**src/rtl/core/bop_pkg.sv**
```systemverilog
`timescale 1ns / 1ps
package bop_pkg;
  localparam int OffsetCount = 63;
  localparam int RecentEntries = 256;
  localparam int AddrW = 48;
  localparam int OffW = 6;
  localparam int ScoreW = 8;
  localparam int SlotW = $clog2(RecentEntries);
  localparam int CfgIdxW = 3;
  localparam int CfgDataW = 8;

  localparam logic [CfgIdxW-1:0] CfgWatchReads = 3'd0;
  localparam logic [CfgIdxW-1:0] CfgWatchWrites = 3'd1;
  localparam logic [CfgIdxW-1:0] CfgRoundLimit = 3'd2;
  localparam logic [CfgIdxW-1:0] CfgScoreLimit = 3'd3;
  localparam logic [CfgIdxW-1:0] CfgStartOffset = 3'd4;
  localparam logic [CfgIdxW-1:0] CfgScanMode = 3'd5;

  localparam logic [1:0] KindRead = 2'd0;
  localparam logic [1:0] KindWrite = 2'd1;
  localparam logic [1:0] KindOther = 2'd2;
  localparam logic [1:0] KindReserved = 2'd3;

  typedef struct packed {
    logic [AddrW-1:0] line_addr;
    logic [AddrW-1:0] request_cycle;
    logic [AddrW-1:0] completion_cycle;
    logic [1:0] req_kind;
    logic speculative;
    logic instruction_fetch;
  } req_t;

  typedef struct packed {
    logic prefetch_valid;
    logic [AddrW-1:0] prefetch_addr;
    logic phase_ended;
    logic [OffW-1:0] new_offset;
  } rsp_t;

  typedef enum logic [3:0] {
    S_INIT, S_IDLE, S_RD, S_RR_CHK, S_SC_RD, S_SC_CHK, S_SC_DEC,
    S_BEST, S_BEST_WAIT, S_BEST_DONE, S_CLR, S_OUT
  } state_t;

  // controller -> datapath
  typedef struct packed {
    logic capture;      // latch request, decide watched
    logic rd_issue;     // issue table read for current probe
    logic rr_eval;      // round-robin decision
    logic sc_bump;      // scan: apply hit for probe
    logic probe_next;   // advance probe counter
    logic probe_clr;
    logic sc_decide;    // phase decision after best search
    logic best_clr;
    logic best_step;
    logic clr_step;
    logic finish;       // write table, build response
  } cmd_t;

  // datapath -> controller
  typedef struct packed {
    logic watched;
    logic scan;
    logic probe_last;
    logic rr_hit_end;   // rr: ends by score
    logic rr_round_end; // rr: ends by rounds
    logic end_phase;    // latched phase-end flag
  } sts_t;
endpackage

```
**src/rtl/core/bop_ctrl.sv**
```systemverilog
`timescale 1ns / 1ps
module bop_ctrl import bop_pkg::*; (
  input  logic clk,
  input  logic rst,
  input  logic in_fire,
  input  logic out_fire,
  input  sts_t sts,
  output cmd_t cmd,
  output logic busy,
  output logic out_pend
);
  state_t state, state_next;

  always_ff @(posedge clk) begin
    if (rst) state <= S_INIT;
    else state <= state_next;
  end

  always_comb begin
    state_next = state;
    cmd = '0;
    busy = (state != S_IDLE);
    out_pend = (state == S_OUT);
    case (state)
      // clear the score store one entry per cycle after reset
      S_INIT: begin
        cmd.clr_step = 1'b1;
        cmd.probe_next = 1'b1;
        if (sts.probe_last) state_next = S_IDLE;
      end
      S_IDLE: if (in_fire) begin
        cmd.capture = 1'b1;
        state_next = S_RD;
      end
      S_RD: begin
        if (!sts.watched) begin
          state_next = S_OUT;
        end else if (sts.scan) begin
          cmd.probe_clr = 1'b1;
          state_next = S_SC_RD;
        end else begin
          cmd.rd_issue = 1'b1;
          state_next = S_RR_CHK;
        end
      end
      S_RR_CHK: begin
        cmd.rr_eval = 1'b1;
        if (sts.rr_hit_end) state_next = S_CLR;
        else if (sts.rr_round_end) begin
          cmd.best_clr = 1'b1;
          cmd.probe_clr = 1'b1;
          state_next = S_BEST;
        end else begin
          cmd.finish = 1'b1;
          state_next = S_OUT;
        end
      end
      S_SC_RD: begin
        cmd.rd_issue = 1'b1;
        state_next = S_SC_CHK;
      end
      S_SC_CHK: begin
        cmd.sc_bump = 1'b1;
        cmd.probe_next = 1'b1;
        if (sts.probe_last) begin
          cmd.best_clr = 1'b1;
          state_next = S_BEST;
        end else state_next = S_SC_RD;
      end
      S_BEST: begin
        cmd.best_step = 1'b1;
        cmd.probe_next = 1'b1;
        if (sts.probe_last) state_next = S_BEST_WAIT;
      end
      // last score read is compared here
      S_BEST_WAIT: state_next = S_BEST_DONE;
      S_BEST_DONE: begin
        cmd.sc_decide = 1'b1;
        state_next = S_SC_DEC;
      end
      S_SC_DEC: begin
        cmd.probe_clr = 1'b1;
        if (sts.end_phase) state_next = S_CLR;
        else begin
          cmd.finish = 1'b1;
          state_next = S_OUT;
        end
      end
      S_CLR: begin
        cmd.clr_step = 1'b1;
        cmd.probe_next = 1'b1;
        if (sts.probe_last) begin
          cmd.finish = 1'b1;
          state_next = S_OUT;
        end
      end
      S_OUT: if (out_fire) state_next = S_IDLE;
      default: state_next = S_IDLE;
    endcase
  end
endmodule

```
**config.mk**
```make
export PLATFORM = sky130hd
export DESIGN_NAME = bop_ctrl
export DESIGN_NICKNAME = d
export VERILOG_FILES = /design/src/rtl/core/bop_pkg.sv /design/src/rtl/core/bop_ctrl.sv
export SDC_FILE = /design/constraint.sdc
export NUM_CORES = 1
export LEC_CHECK = 0
export ABC_CLOCK_PERIOD_IN_PS = 1600
export BUFFER_PORTS_ARGS = -buffer_cell sky130_fd_sc_hd__buf_2
export CORE_AREA = 5 5 44 49
export DETAILED_ROUTE_END_ITERATION = 7
export DIE_AREA = 0 0 49 54
export PLACE_DENSITY = 0.77
export SLEW_MARGIN = 20
export SYNTH_ARGS = -nofsm -noshare
export SYNTH_HDL_FRONTEND = slang
export SYNTH_SLANG_ARGS = --single-unit
```
**constraint.sdc**
```tcl
create_clock -name clk -period 1.6 [get_ports clk]
set_clock_uncertainty 0.15 [all_clocks]
set_input_delay 0.32 -clock clk [delete_from_list [all_inputs] [get_ports clk]]
set_output_delay 0.32 -clock clk [all_outputs]
set_load 0.05 [all_outputs]
```
Word-level counts from Yosys, hierarchy flattened:

Index checks and enable logic that the tools add are counted.

* bits in writable memories: 0
* bits in read-only memories: 0
* output and inout port bits: 13
* logic and storage cells: 56
* memories kept: 0
* latch bits: 0
* register bits: 4

* equality and inequality tests: 17
* reductions and logical operators: 4
* multiply operators: 0
* shift-type cells: 0
* bitwise logic cells: 0
* multiplexer cells: 34
* div/mod/pow operators: 0
* order comparisons: 0
* $add $sub $neg: 0

Operators by type and width (number)
* $pmux W4 S12: 1
* $mux W4: 8
* $mux W1: 19
* $eq A4 B3 Y1 const B: 4
* $eq A4 B4 Y1 const B: 4
* $ne A2 B2 Y1 const B: 5
* $eq A4 B2 Y1 const B: 2
* $pmux W1 S3: 2
* $reduce_and A5 Y1: 1
* $eq A4 B1 Y1 const B: 1
* $logic_not A4 Y1: 1
* $ne A4 B1 Y1 const B: 1
* $pmux W1 S2: 2
* $reduce_or A4 Y1: 1
* $mux W3: 1
* $mux W2: 1
* $reduce_or A2 Y1: 1

Logic depth before layout (Yosys ltp):

Gate-level depths: netlist of run 1.

* depth after elaboration: 3
* mapped depth: 6

Worst setup path before layout of run 1:

OpenSTA, ideal clock, no wires.

* kind: flip-flop to output port
* from: register state[0]
* to: output port cmd[0] (netlist name)
* cell stages (with the launch flop): 5
* slack: -1.271 ns
* data required time: 1.130 ns
* arrival: 2.401 ns
* path through: dfxtp_1 > buf_2 > buf_2 > nand2_1 > o41ai_1

RTL lines
* start, declared: RTL line bop_ctrl.sv:12 `state_t state, state_next;`
* start signal, assigned: RTL line bop_ctrl.sv:16 `else state <= state_next;`
* end, declared: RTL line bop_ctrl.sv:8 `output cmd_t cmd,`

==> qor.yml, run 1 <==
outcome:
  status: "finished with violations"
  violations: "negative setup slack"
route:
  vias: 896
  via_per_inst: 5.635
  drtPass1Iterations: 4
  met2_length_um: 1358
  wl_per_cell_um: 16.68
  route.layer.met1.wl_um: 1037
  met3_length_um: 127
  first_iter_violations: 30
  wl_um: 2652
  ant_nets: 0
  routed.top_layer: "met4"
  drc: 0
grt:
  antenna_found_initial: 0
  grt_pass1_wl_um: 3988
  grt_overflow: 0
  grt_pass1_vias: 890
  grt_max_degree: 16
  grtUsageTotal: 0.1932
clock_network:
  htreeDepth: 1
  clk_pin_slew_worst_paths_ns: 0.04
  clockBufferDepth: 2
  hold_buffers: 0
  clk_latency_ns: 0.23
  cts_made_buffers: 3
  root_buffer: "clkbuf_4"
  cts_tree: "built"
  clock-sinks: 4
logic_synthesis:
  synthFlopType: "dfxtp_1"
  synth_cell_types: 39
  yosysMostFrequentCell: "nand2_1"
  synth.top_cells.by_count: "11 x nand2_1, 7 x nor2_1, 6 x buf_2, 5 x a21oi_1, 5 x inv_1"
  synth-edff-count: 0
  synthArstFlopShare: 0
  ys_warn_count: 0
  synth_top_area_frac: 0.1320
  synth-seq-area-share: 0.1320
  syn_nets: 98
  synthTopCellsByArea: "dfxtp_1 13%, nand2_1 6.8%, buf_2 4.9%"
  synth_area_um2: 606.8
  ys_seq_elements: 4
  yosys.area.top_type: "dfxtp_1"
  syn_avg_cell_area_um2: 6.896
  synth_cells: 88
pwr:
  pwr-share-clk: 0.166
  switching_power_uw: 311.4
  p_comb_frac: 0.677
  swShare: 0.4198
  ir_drop_mv: 0.7533
  p_seq_frac: 0.157
  power_leakage_nw: 0.5575
  internal-power_uw: 430.4
  powerDensity_nw_per_um2: 576.7
sta:
  maxSlewHeadroom: 0.8285
  period_minus_slack_ns: 1.948
  rsz0062_at_grt: "true"
  max_freq_mhz: 513.4
  finalHoldViolCount: 0
  period_share: 1.217
  tightest_slew_ns: 0.2564
  setup_viol: 16
  slew_violations: 0
  finalWorstSetupSlack_ns: -0.3479
critical_path:
  cp_data_required_time_ns: 1.13
  arrival_ns: 1.48
  critPathCaptureType: "primary output"
  reg2regPathDepth: 6
  crit_fanout: 3
  crit_type: "reg2out"
  startpoint_type: "register"
min_path:
  holdCritPathClass: "in2reg"
  worstHoldPathCells: 2
die:
  placementRows: 16
  coreArea_um2: 1682
  initial_core_util: 0.3609
  fp.dieW_um: 49
  die_area_um2: 2646
  num_io_pins: 23
  die_h_um: 54
cells_and_area:
  final_cell_area_um2: 1286
  reg_top3: "state (4)"
  antenna_cells: 0
  largest_reg_flops: 4
  area_growth_pct: 112.0
  n_fill_cell: 108
  top_register: "state"
  nets: 153
  drive_above_1_share: 0.6454
place:
  portBuffers: 22
  placed_area_um2: 1005
  dp_hpwl_um: 1543
  gp_congestion: 0.9148
  preCtsSetupSlack_ns: -0.2031
flow_run:
  maxCapViolCount: 0
-- layout by cell type (no fill, tap or decap), drive strengths merged, types with 2 or more instances in the layout --
cell type	netlist	final
o21ai	4	4
nor2	7	7
nor2b	4	4
clkbuf	0	3
nor3	2	2
buf	8	58
o31ai	2	2
or2	2	2
o211ai	3	3
dfxtp	4	4
and2	2	2
nand2	11	11
nand3b	4	4
inv	6	5
nand2b	4	4
a31oi	2	2
a21oi	6	6
-- power by group through the flow --
stage          Clock [mW]  Combinational, mW  Sequential [mW]
5_1_grt             0.132              0.527            0.117
2_1_floorplan           0              0.270            0.113
4_1_cts             0.124              0.457            0.119
3_3_place_gp            0              0.350            0.116
3_5_place_dp            0              0.358            0.117
6_report            0.123              0.502            0.116
-- timing repair --
item                                    CTS  global route
resized for setup                        45             8
setup buffers                             8             4
cloned                                    1             0
pin swaps                                 6             9
hold endpoints to repair                  0             0
endpoints found under the setup margin   16            17
-- cells by family (layout without fill, tap and decap cells) --
group	count (synthesis)	in the layout	share of synthesized area
flops	4	4	0.1320
simple gates	42	42	0.3980
compound gates	27	27	0.3443
buf+inv	14	67	0.1113
xor+xnor	1	1	0.01444
-- final cells by class --
class                   instances  area [um2]  area share
well taps                      18       22.52     0.01751
repair buffers                 58       505.5      0.3930
clock buffers                   3       22.52     0.01751
multi-input cells              70       616.8      0.4796
inverters                       6       31.28     0.02432
flip-flops and latches          4       87.58     0.06809
-- per-layer routing --
layer  GRT usage  vias to the layer above
met5           0                        -
met4      0.1031                        0
met3     0.03324                       16
met2      0.3674                       36
met1      0.2046                      414
li1            -                      430
-- worst paths after layout --
path         slack [ns]        to  startpoint
min                0.15  state[2]         rst
min reg2reg        0.57  state[1]    state[1]
max               -0.35    cmd[1]    state[1]
max reg2reg       -0.29  state[0]    state[1]
-- metrics by stage --
step           power [mW]  utilization  hold WS (ns)  TNS [ns]  std cells
6_report           0.7418       0.7649        0.1500    -3.481        159
3_3_place_gp       0.4660       0.5975        0.3590    -1.026        144
4_1_cts            0.7004       0.7351        0.1208    -3.286        156
5_1_grt            0.7759       0.7649        0.1546    -4.154        159
2_1_floorplan      0.3829            -        0.2317    -1.181         88
3_5_place_dp       0.4755       0.5975        0.3617    -1.256        144
-- worst max-delay path, cell delays in order, from the launching register on --
cell and delay, ns:
dfxtp_2 0.32, or4_4 0.52, and2_4 0.19, clkinvlp_4 0.08
buf_8 0.13
(Power assumes the default switching activity.)
==> inputs of run 2 (changes only) <==
- CORE_AREA: 5 5 44 49 -> 5 5 45 47
- DIE_AREA: 0 0 49 54 -> 0 0 50 52
- PLACE_DENSITY: 0.77 -> 0.78
==> qor.yml, run 2 (synthesis gave the netlist of run 1 again) <==
outcome:
  status: "finished with violations"
  violations: "negative setup slack"
die:
  num_io_pins: 23  # unchanged
  die_area_um2: 2600  # -1.7%
  die_h_um: 52  # -3.7%
  fp.dieW_um: 50  # +2.0%
  placementRows: 15  # -1
  coreArea_um2: 1614  # -4.0%
  initial_core_util: 0.3760  # +0.01511
clock_network:
  clock-sinks: 4  # unchanged
  cts_tree: "built"
  clk_pin_slew_worst_paths_ns: 0.03  # about the same
  htreeDepth: 1  # unchanged
  cts_made_buffers: 3  # unchanged
  root_buffer: "clkbuf_4"
  clockBufferDepth: 2  # unchanged
  clk_latency_ns: 0.25  # +0.02 ns
critical_path:
  startpoint_type: "register"
  critPathCaptureType: "primary output"
  reg2regPathDepth: 8  # +2
  cp_slowest_cell: "or4_4"
  arrival_ns: 1.48  # about the same
  slowest_delay_ns: 0.53  # about the same
  cp_data_required_time_ns: 1.13  # about the same
  crit_fanout: 3  # unchanged
  regToRegEndpoint: "state[3]"
  crit_type: "reg2out"
  crit_chain: "or4_4, and2_4, clkinvlp_4, buf_8"
  rrSetupSlack_ns: -0.32  # -0.03 ns
  timing.rr.start: "state[2]"
cells_and_area:
  antenna_cells: 0  # unchanged
  top_register: "state"
  seq_area_um2: 87.58  # unchanged
  layout_commonest_cell: "buf_4"
  area_growth_pct: 124.5
  nets: 157  # +2.6%
  n_fill_cell: 93  # -14%
  reg_top3: "state (4)"
  largest_reg_flops: 4  # unchanged
  drive_above_1_share: 0.6690  # +0.02358
  multiInputGateArea_um2: 619.3  # +0.41%
  final_cell_mix: "26 x buf_4, 18 x buf_6, 10 x buf_2"
pwr:
  p_seq_frac: 0.153  # -0.004
  switching_power_uw: 314.8  # +1.1%
  pwr-share-clk: 0.172  # +0.006
  powerDensity_nw_per_um2: 561.0  # -2.7%
  swShare: 0.4118  # -0.007942
  ir_drop_mv: 0.6091  # -19%
  finalPower_uw: 764.4  # +3.0%
  power_leakage_nw: 0.5835  # +4.7%
  p_comb_frac: 0.675  # -0.002
  internal-power_uw: 449.6  # +4.5%
grt:
  grt_max_degree: 16  # unchanged
  grtUsageTotal: 0.1895  # -0.003677
  grt_pass1_vias: 855  # -3.9%
  grt_overflow: 0  # unchanged
  grt_pass1_wl_um: 3850  # -3.5%
  antenna_found_initial: 0  # unchanged
sta:
  slew_violations: 0  # unchanged
  period_minus_slack_ns: 1.949  # +0.001262 ns
  max_freq_mhz: 513.0  # about the same
  tightest_slew_ns: 0.2778  # +0.02134 ns
  period_share: 1.218  # about the same
  setup_viol: 16  # unchanged
  finalHoldViolCount: 0  # unchanged
  holdWs_ns: 0.1431  # -0.006954 ns
  maxSlewHeadroom: 0.8132  # -0.01522
  rsz0062_at_grt: "true"
  finalWorstSetupSlack_ns: -0.3491  # -0.001262 ns
min_path:
  whs_endpoint: "state[2]"
  hold_start: "rst"
  worstHoldPathCells: 2  # unchanged
  holdCritPathClass: "in2reg"
place:
  dp_hpwl_um: 1472  # -4.6%
  gp_congestion: 0.8111  # -11%
  portBuffers: 22  # unchanged
route:
  first_iter_violations: 19  # -37%
  via_per_inst: 5.630  # about the same
  vias: 912  # +1.8%
  wl_per_cell_um: 15.43  # -7.5%
  ant_nets: 0  # unchanged
  wl_um: 2500  # -5.7%
  drtPass1Iterations: 4  # unchanged
  drc: 0  # unchanged
flow_run:
  maxCapViolCount: 0  # unchanged
## run 2: cell count changes in the layout (fill, tap and decap cells not counted), sizes merged
cell | before | now
buf | 58 | 62
## run 2: metrics by stage
stage	setup TNS, ns	worst slack [ns]	util	instances	instance area [um2]
2_1_floorplan	-1.181	-0.2220	-	88	762.0
3_3_place_gp	-1.118	-0.1704	0.6078	140	980.9
3_5_place_dp	-1.336	-0.1837	0.6078	140	980.9
4_1_cts	-3.043	-0.3402	0.7519	154	1214
5_1_grt	-4.185	-0.3837	0.8442	162	1363
6_report	-3.429	-0.3491	0.8442	162	1363
## run 2: worst max-delay path, delay by kind of cell, from the launching register on
kind	cells	cell delay [ns]
buffers and inverters	2	0.21
AND/OR/NAND/NOR	2	0.72
flip-flops	1	0.31
## run 2: what timing repair did
action | 4_1_cts | 5_1_grt
hold buffers | 0 | 0
setup buffers | 10 | 9
endpoints found under the setup margin | 16 | 17
pin swaps | 5 | 8
resized for setup | 40 | 23
cloned | 1 | 0
## run 2: area by class of cell
cell class	instances	area share
flip-flops and latches	4	0.06428
multi-input cells	70	0.4545
well taps	17	0.01561
inverters	6	0.02479
repair buffers	62	0.4242
clock buffers	3	0.01653
## run 2: worst max path at each step
stage                     startpoint  endpoint  slack (ns)  depth (start not counted)
after floorplan             state[0]    cmd[0]       -0.22                          4
after global placement      state[1]    cmd[6]       -0.17                          4
after detailed placement    state[1]    cmd[6]       -0.18                          4
after CTS                   state[2]    cmd[1]       -0.34                          4
after global routing        state[2]    cmd[1]       -0.38                          4
final                       state[2]    cmd[1]       -0.35                          4
## run 2: power groups by stage
stage                     Combinational, mW  Sequential, mW  Clock, mW
final                                 0.516           0.117      0.131
after global routing                  0.546           0.119      0.140
after CTS                             0.450           0.116      0.130
after detailed placement              0.357           0.116          0
after global placement                0.353           0.115          0
after floorplan                       0.270           0.113          0
## run 2: per-layer routing
layer / routed length [um] / track usage / up-vias / part of all wire
li1: - / - / 438 / -
met1: 995 / 0.2138 / 420 / 0.40
met2: 1283 / 0.3389 / 48 / 0.51
met3: 171 / 0.05158 / 6 / 0.068
met4: 48 / 0.06114 / 0 / 0.019
met5: 0 / 0 / - / 0
==> inputs of run 3 (changes only) <==
- MAX_ROUTING_LAYER: unset -> met4
==> qor.yml, run 3 (synthesis gave the netlist of run 1 again) <==
sta:
  rsz0062_at_grt: "true"
  period_minus_slack_ns: 1.949  # unchanged
  finalHoldViolCount: 0  # unchanged
  slew_violations: 0  # unchanged
  max_freq_mhz: 513.0  # unchanged
  maxSlewHeadroom: 0.8132  # unchanged
  finalWorstSetupSlack_ns: -0.3491  # unchanged
  tightest_slew_ns: 0.2778  # unchanged
  final.setup.tns_ns: -3.428  # +0.001120 ns
  setup_viol: 16  # unchanged
  period_share: 1.218  # unchanged
pwr:
  power_leakage_nw: 0.5835  # unchanged
  ir_drop_mv: 0.6086  # about the same
  powerDensity_nw_per_um2: 560.9  # about the same
grt:
  grt_max_degree: 16  # unchanged
  grt-busiest-layer: "met2"
  grt_overflow: 0  # unchanged
  grt_pass1_vias: 857  # +0.23%
  antenna_found_initial: 0  # unchanged
  met1_usage: 0.2172  # +0.003448
  grtUsageTotal: 0.1944  # +0.004865
  met3_usage: 0.04585  # -0.005731
  grt_pass1_wl_um: 3850  # unchanged
  grtUsageMet2: 0.3389  # unchanged
cells_and_area:
  final_cell_mix: "26 x buf_4, 18 x buf_6, 10 x buf_2"
  reg_top3: "state (4)"
  layout_commonest_cell: "buf_4"
  multiInputGateArea_um2: 619.3  # unchanged
  nets: 157  # unchanged
  area_growth_pct: 124.5  # unchanged
  seq_area_um2: 87.58  # unchanged
  drive_above_1_share: 0.6690  # unchanged
  layoutNonFillerInstCount: 162  # unchanged
  antenna_cells: 0  # unchanged
  largest_reg_flops: 4  # unchanged
  top_register: "state"
  n_fill_cell: 93  # unchanged
min_path:
  worstHoldPathCells: 2  # unchanged
  holdCritPathClass: "in2reg"
  hold_start: "rst"
clock_network:
  hold_buffers: 0  # unchanged
  cts_tree: "built"
  htreeDepth: 1  # unchanged
  clock-sinks: 4  # unchanged
  root_buffer: "clkbuf_4"
  clockBufferDepth: 2  # unchanged
  clk_latency_ns: 0.25  # about the same
  cts_made_buffers: 3  # unchanged
  clk_pin_slew_worst_paths_ns: 0.03  # about the same
place:
  dp_hpwl_um: 1472  # unchanged
  post-place-cells: 140  # unchanged
  portBuffers: 22  # unchanged
  gp_congestion: 0.8229  # +1.5%
outcome:
  status: "finished with violations"
  violations: "negative setup slack"
route:
  via_per_inst: 5.630  # unchanged
  wl_um: 2500  # unchanged
  drtPass1Iterations: 4  # unchanged
  drc: 0  # unchanged
  first_iter_violations: 19  # unchanged
  vias: 912  # unchanged
  ant_nets: 0  # unchanged
  wl_per_cell_um: 15.43  # unchanged
critical_path:
  startpoint_type: "register"
  crit_fanout: 3  # unchanged
  cp_num_cells: 4  # unchanged
  cp_slowest_cell: "or4_4"
  timing.rr.start: "state[2]"
  critPathCaptureType: "primary output"
  crit_type: "reg2out"
  reg2regPathDepth: 8  # unchanged
  startpoint: "state[2]"
  arrival_ns: 1.48  # about the same
  path_delay_family: "simple AND/OR/NAND/NOR gates"
  critPathBufInv: 2  # unchanged
  crit_chain: "or4_4, and2_4, clkinvlp_4, buf_8"
  slowest_delay_ns: 0.53  # about the same
  cp_data_required_time_ns: 1.13  # about the same
die:
  placementRows: 15  # unchanged
  die_h_um: 52  # unchanged
  coreArea_um2: 1614  # unchanged
  initial_core_util: 0.3760  # unchanged
  die_area_um2: 2600  # unchanged
  fp.dieW_um: 50  # unchanged
  num_io_pins: 23  # unchanged
flow_run:
  maxCapViolCount: 0  # unchanged
[run 3: cell counts in the layout (fill, tap and decap cells not counted)]
Identical to the previous run, type by type.
[run 3: final timing paths]
check	slack [ns]	endpoint
min reg2reg	0.60	state[3]
max	-0.35	cmd[1]
min	0.14	state[2]
max reg2reg	-0.32	state[3]
[run 3: layout make-up]
cell class | instances | area share
clock buffer | 3 | 0.01653
tap | 17 | 0.01561
timing repair buffer | 62 | 0.4242
sequential | 4 | 0.06428
multi-input combinational | 70 | 0.4545
inverter | 6 | 0.02479
[run 3: report_power, final]
part | internal, mW | switching [mW] | total, mW | leakage, nW
Combinational | 0.257 | 0.259 | 0.516 | 0.535
Clock | 0.0842 | 0.0471 | 0.131 | 0.0138
Sequential | 0.109 | 0.00833 | 0.117 | 0.0346
Total | 0.450 | 0.315 | 0.764 | 0.584
[run 3: routing by layer]
metal  vias to the layer above  wire [um]
li1                        438          -
met1                       420       1010
met2                        48       1284
met3                         6        157
met4                         0         48
met5                         -          0
[run 3: through the flow]
stage	hold slack, ns	cell area, um2	util	total power [mW]	setup WS (ns)
6_report	0.1431	1363	0.8442	0.7642	-0.3491
5_1_grt	0.1439	1363	0.8442	0.8053	-0.3837
4_1_cts	0.1297	1214	0.7519	0.6962	-0.3402
2_1_floorplan	0.2317	762.0	-	0.3829	-0.2220
3_3_place_gp	0.3611	980.9	0.6078	0.4679	-0.1704
3_5_place_dp	0.3753	980.9	0.6078	0.4733	-0.1837
[run 3: timing repair]
item	in CTS	in global routing
resized for setup	40	23
gates cloned	1	0
hold endpoints to repair	0	0
setup buffers	10	9
pin swaps	5	8
endpoints found under the setup margin	16	17
[run 3: worst reg2reg max path: stages (launching register included)]
cell	delay (ns)
dfxtp_2	0.31
or4_4	0.53
buf_4	0.15
buf_6	0.10
buf_6	0.11
a31oi_4	0.14
buf_6	0.12
o211ai_1	0.10
o31ai_1	0.11
